===== src/rtl/ple_pkg.sv =====
// Shared types and codes for the positional list engine.
`default_nettype none
package ple_pkg;

	localparam logic [1:0] OP_INS = 2'd0;
	localparam logic [1:0] OP_DEL = 2'd1;
	localparam logic [1:0] OP_RD  = 2'd2;

	localparam logic [1:0] ST_OK     = 2'd0;
	localparam logic [1:0] ST_BADPOS = 2'd1;
	localparam logic [1:0] ST_FULL   = 2'd2;

	typedef struct packed {
		logic       load;
		logic       fetch;
		logic       grab;
		logic       init_ins;
		logic       init_del;
		logic       step;
		logic       put;
		logic       len_inc;
		logic       len_dec;
		logic       set_st;
		logic [1:0] st;
	} ple_cmd_t;

	typedef struct packed {
		logic bad;
		logic full;
		logic more;
		logic is_ins;
		logic is_del;
	} ple_stat_t;

endpackage
`default_nettype wire


===== src/rtl/ple_ctrl.sv =====
// Controller state machine of the positional list engine.
`default_nettype none
module ple_ctrl (
	input  wire logic               clk,
	input  wire logic               arst_n,
	input  wire logic               start,
	input  wire ple_pkg::ple_stat_t stat,
	output ple_pkg::ple_cmd_t       cmd,
	output logic                    busy,
	output logic                    done
);

	localparam logic [2:0] S_IDLE  = 3'd0;
	localparam logic [2:0] S_CHECK = 3'd1;
	localparam logic [2:0] S_GRAB  = 3'd2;
	localparam logic [2:0] S_SHIFT = 3'd3;
	localparam logic [2:0] S_PUT   = 3'd4;
	localparam logic [2:0] S_RESP  = 3'd5;

	logic [2:0] state_q, state_d;

	always_comb begin
		cmd     = '0;
		cmd.st  = ple_pkg::ST_OK;
		state_d = state_q;
		case (state_q)
			S_IDLE: begin
				if (start) begin
					cmd.load = 1'b1;
					state_d  = S_CHECK;
				end
			end
			S_CHECK: begin
				if (stat.bad) begin
					cmd.set_st = 1'b1;
					cmd.st     = ple_pkg::ST_BADPOS;
					state_d    = S_RESP;
				end else if (stat.is_ins && stat.full) begin
					cmd.set_st = 1'b1;
					cmd.st     = ple_pkg::ST_FULL;
					state_d    = S_RESP;
				end else if (stat.is_ins) begin
					cmd.init_ins = 1'b1;
					state_d      = S_SHIFT;
				end else begin
					cmd.fetch = 1'b1;
					state_d   = S_GRAB;
				end
			end
			S_GRAB: begin
				cmd.grab = 1'b1;
				if (stat.is_del) begin
					cmd.init_del = 1'b1;
					state_d      = S_SHIFT;
				end else begin
					cmd.set_st = 1'b1;
					state_d    = S_RESP;
				end
			end
			S_SHIFT: begin
				if (stat.more) begin
					cmd.step = 1'b1;
				end else if (stat.is_ins) begin
					state_d = S_PUT;
				end else begin
					cmd.len_dec = 1'b1;
					cmd.set_st  = 1'b1;
					state_d     = S_RESP;
				end
			end
			S_PUT: begin
				cmd.put     = 1'b1;
				cmd.len_inc = 1'b1;
				cmd.set_st  = 1'b1;
				state_d     = S_RESP;
			end
			S_RESP: begin
				state_d = S_IDLE;
			end
			default: begin
				state_d = S_IDLE;
			end
		endcase
	end

	always_ff @(posedge clk or negedge arst_n) begin
		if (!arst_n) begin
			state_q <= S_IDLE;
		end else begin
			state_q <= state_d;
		end
	end

	assign busy = (state_q != S_IDLE);
	assign done = (state_q == S_RESP);

endmodule
`default_nettype wire


===== config.mk =====
export PLATFORM = sky130hd
export DESIGN_NAME = ple_ctrl
export DESIGN_NICKNAME = d
export VERILOG_FILES = /design/src/rtl/ple_pkg.sv /design/src/rtl/ple_ctrl.sv
export SDC_FILE = /design/constraint.sdc
export NUM_CORES = 1
export LEC_CHECK = 0
export BUFFER_PORTS_ARGS = -buffer_cell sky130_fd_sc_hd__buf_2
export CAP_MARGIN = 10
export CELL_PAD_IN_SITES_DETAIL_PLACEMENT = 0
export CELL_PAD_IN_SITES_GLOBAL_PLACEMENT = 2
export CORE_MARGIN = 2
export CORE_UTILIZATION = 20
export DETAILED_ROUTE_END_ITERATION = 6
export PLACE_DENSITY = 0.83
export REMOVE_ABC_BUFFERS = 1
export SETUP_SLACK_MARGIN = 0.05
export SLEW_MARGIN = 20
export SYNTH_ARGS = -nofsm -noshare
export SYNTH_HDL_FRONTEND = slang
export SYNTH_SLANG_ARGS = --single-unit

===== constraint.sdc =====
create_clock -name clk -period 2.1 [get_ports clk]
set_input_delay 0.525 -clock clk [delete_from_list [all_inputs] [get_ports clk]]
set_output_delay 0.525 -clock clk [all_outputs]
set_load 0.02 [all_outputs]

==> out/metrics.yaml, run 1 <==
timing:
  hold_ws_ns: 0.0762
  tightest_slew_ns: 0.364
  fin_ws_ns: 0.160
  period_needed_ns: 1.94
  clock_skew_ns: 0.00460
  rsz0062_at_grt: "true"
  final_max_slew_viol_count: 0
  setup_viol: 0
  hold_viol: 0
  fmax_mhz: 515
  slew_headroom_pct: 75.7
  tns_ns: 0
  post-route-period-util_pct: 92.4
clocking:
  cts_setup_buffers: 0
  clock_path_buffers: 2
  clockRootBuffer: "clkbuf_4"
  clk_latency_ns: 0.23
  clkTransAtPathRegs_ns: 0.04
  cts_tree: "done"
  cts_hold_buf: 0
  cts_made_buffers: 3
  h-tree-depth: 1
  cts_sinks: 3
layout:
  top_register: "state_q"
  mostFrequentLayoutCells: "buf_2 (21), and3_1 (5), nor2_1 (4), o21ai_0 (4)"
  nNetsFinal: 77
  ff_latch_area_um2: 77.6
  area_growth_pct: 46.1
  antenna_cells: 0
  nFillCells: 174
  stdcell_area_um2: 492
  stdcell_count: 84
  fin_util_pct: 31.9
  top_regs: "state_q: 3 flops"
  largest_register_ffs: 3
  drive_above_1_share_pct: 42.6
  multiInputGateArea_um2: 244
  final_common_cell: "buf_2"
logic_synthesis:
  synth-compound-area-share_pct: 21.2
  netlist.area_leader.share_pct: 22.3
  synth-seq-cells: 3
  syn_inst: 46
  synthAdderAreaFrac_pct: 0
  synth_mux_area_share_pct: 0
  synth_cell_types: 24
  avgSynthCellArea_um2: 7.32
  synthXorXnorAreaFrac_pct: 0
  synth_top_family_by_area: "simple AND/OR/NAND/NOR gates"
  syn_area_um2: 337
  yosysTopAreaCell: "dfrtp_1"
  ys_warn_count: 0
  ys_seq_area_share_pct: 22.3
  synth_area_leaders: "dfrtp_1 (22%), and3_1 (9.3%), buf_4 (6.7%)"
  synthSimpleGateAreaFrac_pct: 45.4
routing:
  dr.first_iter.drc_count: 11
  vias_per_cell: 4.95
  ant_nets: 0
  wl_per_cell_um: 11.0
  post-route-drc-count: 0
  dr.pass1.iters: 4
  wirelength_um: 925
  vias: 416
placement:
  detailed_place.area_um2: 443
  dp_hpwl_um: 685
  post-place-ws_ns: 0.209
  gp_congestion: 0.708
  place.port_buffers: 21
  dp_cells: 80
pwr:
  powerDensity_nw_per_um2: 1410
  ir_drop_mv: 0.413
  p_total_uw: 693
  power.leakage_nw: 0.265
worst_setup_path:
  path_class: "flop to output pin"
  reg2reg_depth: 3
  crit_fanout: 15
  r2r-end: "state_q[2]$_DFFE_PN0P_"
  cp-start-kind: "flop"
  worstReg2RegStart: "state_q[1]$_DFFE_PN0P_"
  critical_path_required_ns: 1.57
  end_kind: "output pin"
  r2r_slack_ns: 0.70
  worstPathArrival_ns: 1.41
global_routing:
  gr-total-overflow: 0
  grtUsageTotal_pct: 10.0
  antenna_found_initial: 0
  grt_pass1_vias: 353
  grt_max_degree: 16
  grt_pass1_wl_um: 1510
min_path:
  worstHoldPathType: "input pin to async pin"
status:
  run_status: "finished clean"
floorplan:
  die_y_um: 45.0
  core-area_um2: 1540
  ios: 22
  initial_core_util_pct: 21.8
  dieArea_um2: 2030
  die_w_um: 45.0
  num_rows: 14
job:
  drv_cap: 0
critical path, stage by stage, from the launching register on:
cell	delay, ns
dfrtp_2	0.51
or2b_1	0.27
nor2_1	0.12
and2_1	0.13
buf_2	0.15
cells in the mapped netlist:
master / number
o31a_1: 1
o21ai_0: 4
nand2_1: 3
and3b_1: 1
nor3_1: 1
nor2b_1: 1
clkbuf_1: 1
dfrtp_1: 3
and2_1: 1
nor4b_1: 2
a211o_1: 1
inv_1: 3
nor4_1: 1
and3_1: 5
buf_4: 3
o211a_1: 1
or3_1: 1
nor3b_1: 2
nand4b_1: 1
or4_1: 1
a311oi_1: 1
nor2_1: 4
or2b_1: 1
a21oi_1: 3
kinds of logic after synthesis:
family / count (synthesis)
flops: 3
compound gates: 11
simple gates: 25
buf+inv: 7
final cells by class:
| class | instances | area share [%] |
|---|---|---|
| Timing Repair Buffer | 22 | 22.9 |
| Clock buffer | 4 | 5.34 |
| Inverter | 3 | 2.29 |
| Tap cell | 16 | 4.07 |
| Sequential cell | 3 | 15.8 |
| Multi-Input combinational cell | 36 | 49.6 |
worst max path at each step:
stage                                      start  slack, ns      to  depth (start not counted)
after floorplan           state_q[1]$_DFFE_PN0P_       0.19  cmd[3]                          2
after global placement                   stat[4]       0.23  cmd[8]                          5
after detailed placement                 stat[4]       0.21  cmd[8]                          5
after CTS                 state_q[0]$_DFFE_PN0P_       0.09  cmd[0]                          3
after global routing      state_q[1]$_DFFE_PN0P_       0.03  cmd[2]                          4
final                     state_q[1]$_DFFE_PN0P_       0.16  cmd[7]                          4
power breakdown:
group / switching (mW) / internal [mW]
Combinational: 0.229 / 0.186
Clock: 0.0291 / 0.0711
Sequential: 0.0893 / 0.0889
Total: 0.347 / 0.346
layer usage:
layer | GRT usage, % | vias to the layer above | routed length [µm]
met3 | 2.40 | 0 | 58
li1 | - | 214 | -
met1 | 13.4 | 191 | 450
met2 | 15.7 | 11 | 416
met4 | 3.53 | 0 | 0
met5 | 0 | - | 0
timing repair:
| item | CTS | global route |
|---|---|---|
| pin swaps | 0 | 0 |
| resized for setup | 2 | 3 |
| endpoints found under the setup margin | 4 | 5 |
Note: power is estimated with default switching activity, not from simulation.
==> run 2, diff against run 1 <==
- CAP_MARGIN: 10 -> 25
- CORE_UTILIZATION: 20 -> 22
- CTS_BUF_LIST: default -> sky130_fd_sc_hd__clkbuf_8
- PLACE_DENSITY: 0.83 -> 0.9
- SLEW_MARGIN: 20 -> default
==> run 2 against run 1 <==
Net effect: flip-flop and latch count unchanged; non-clock buffer count unchanged; count of clock-buffer cells in the layout decreased by 1; first-iteration DRC count increased by 9.1%; die area decreased by 8.3%; clock power increased by 58%; global-route usage increased by 0.73 points; via count decreased by 1.4%; sequential share of layout area decreased by 0.16 points; cell count unchanged; maximum frequency decreased by 1.3%; sequential power about the same.
==> out/metrics.yaml, run 2 (synthesized netlist as in run 1, its figures left out) <==
floorplan:
  num_rows: 14
  die_w_um: 43.1
  core-area_um2: 1470
  dieArea_um2: 1860
  initial_core_util_pct: 22.9
  ios: 22
  die_y_um: 43.1
timing:
  clock_skew_ns: 0.000345
  hold_viol: 0
  rsz0062_at_grt: "true"
  post-route-period-util_pct: 93.6
  period_needed_ns: 1.97
  tns_ns: 0
  hold_ws_ns: 0.102
  tightest_slew_ns: 0.403
  fmax_mhz: 509
  slew_headroom_pct: 73.1
  final_max_slew_viol_count: 0
  setup_viol: 0
layout:
  ff_latch_area_um2: 77.6
  area_growth_pct: 47.6
  mostFrequentLayoutCells: "buf_2 (21), and3_1 (5), nor2_1 (4), inv_1 (4), o21ai_0 (4)"
  nFillCells: 174
  final_common_cell: "buf_2"
  antenna_cells: 0
  stdcell_area_um2: 497
  multiInputGateArea_um2: 230
  drive_above_1_share_pct: 41.2
  stdcell_count: 84
  nNetsFinal: 77
  top_regs: "state_q: 3 flops"
  largest_register_ffs: 3
  top_register: "state_q"
placement:
  place.port_buffers: 21
  detailed_place.area_um2: 443
  gp_congestion: 0.761
  dp_cells: 80
  dp_hpwl_um: 674
pwr:
  p_clk_share_pct: 21.5
  p_seq_share_pct: 24.5
  powerDensity_nw_per_um2: 1480
  power.leakage_nw: 0.270
  p_int_uw: 389
  ir_drop_mv: 0.415
  comb_power_share_pct: 54.0
  p_sw_uw: 346
  p_sw_share_pct: 47.1
routing:
  post-route-drc-count: 0
  vias: 410
  dr.pass1.iters: 4
  wirelength_um: 938
  dr.first_iter.drc_count: 12
  wl_per_cell_um: 11.2
  ant_nets: 0
  vias_per_cell: 4.88
worst_setup_path:
  critical_path_required_ns: 1.57
  worstPathArrival_ns: 1.44
  path_class: "flop to output pin"
  end_kind: "output pin"
  cp-start-kind: "flop"
  reg2reg_depth: 4
  crit_fanout: 14
global_routing:
  grtUsageTotal_pct: 10.8
  gr-total-overflow: 0
  grt_max_degree: 16
  grt_pass1_wl_um: 1560
  grt_pass1_vias: 356
  antenna_found_initial: 0
clocking:
  cts_tree: "done"
  cts_hold_buf: 0
  clkTransAtPathRegs_ns: 0.03
  clock_path_buffers: 2
  clk_latency_ns: 0.21
  cts_sinks: 3
  cts_made_buffers: 3
  h-tree-depth: 1
  clockRootBuffer: "clkbuf_8"
min_path:
  worstHoldPathType: "input pin to async pin"
job:
  drv_cap: 0
status:
  run_status: "finished clean"
[run 2: layout make-up]
cell class,instances,area share (%)
Clock inverter,1,0.756
Clock buffer,3,8.31
Inverter,3,2.27
Tap cell,16,4.03
Timing Repair Buffer,22,22.7
Multi-Input combinational cell,36,46.3
Sequential cell,3,15.6
[run 2: worst paths after layout]
check	start	end	slack, ns
setup / recovery	state_q[2]$_DFFE_PN0P_	cmd[2]	0.13
hold / removal	arst_n	state_q[1]$_DFFE_PN0P_	0.10
setup reg to reg	state_q[2]$_DFFE_PN0P_	state_q[2]$_DFFE_PN0P_	0.52
hold reg to reg	state_q[0]$_DFFE_PN0P_	state_q[1]$_DFFE_PN0P_	0.63
max in group asynchronous	arst_n	state_q[0]$_DFFE_PN0P_	1.88
min in group clk	state_q[0]$_DFFE_PN0P_	state_q[1]$_DFFE_PN0P_	0.63
[run 2: critical path, cell delays in order, from the launching register on]
cell and delay, ns:
dfrtp_1 0.51, nor3b_1 0.33, a21oi_1 0.06, o21ai_0 0.15
buf_2 0.18
[run 2: timing repair]
action	4_1_cts	5_1_grt
hold endpoints to repair	0	0
gates resized for setup	1	2
pin swaps	0	0
setup endpoints to repair	3	7
buffers inserted	0	0
[run 2: power groups by stage]
stage | Combinational, mW | Clock, mW | Sequential [mW]
detailed placement | 0.395 | 0 | 0.173
finish | 0.397 | 0.158 | 0.180
global placement | 0.394 | 0 | 0.174
global route | 0.438 | 0.171 | 0.189
floorplan | 0.277 | 0 | 0.147
CTS | 0.401 | 0.162 | 0.175
[run 2: through the flow]
stage                     total power [mW]  worst slack (ns)  utilization (%)
after global placement               0.568             0.239             30.1
after CTS                            0.738            0.0433             33.6
after floorplan                      0.424             0.186                -
final                                0.736             0.135             33.8
after global routing                 0.798            0.0307             33.8
after detailed placement             0.568             0.203             30.1
[run 2: layer usage]
layer | global-route usage (%) | vias to the layer above | wire length (µm)
met5 | 0 | - | 0
met4 | 5.45 | 0 | 0
met3 | 1.28 | 0 | 54
met2 | 14.6 | 13 | 414
met1 | 16.3 | 183 | 469
li1 | - | 214 | -
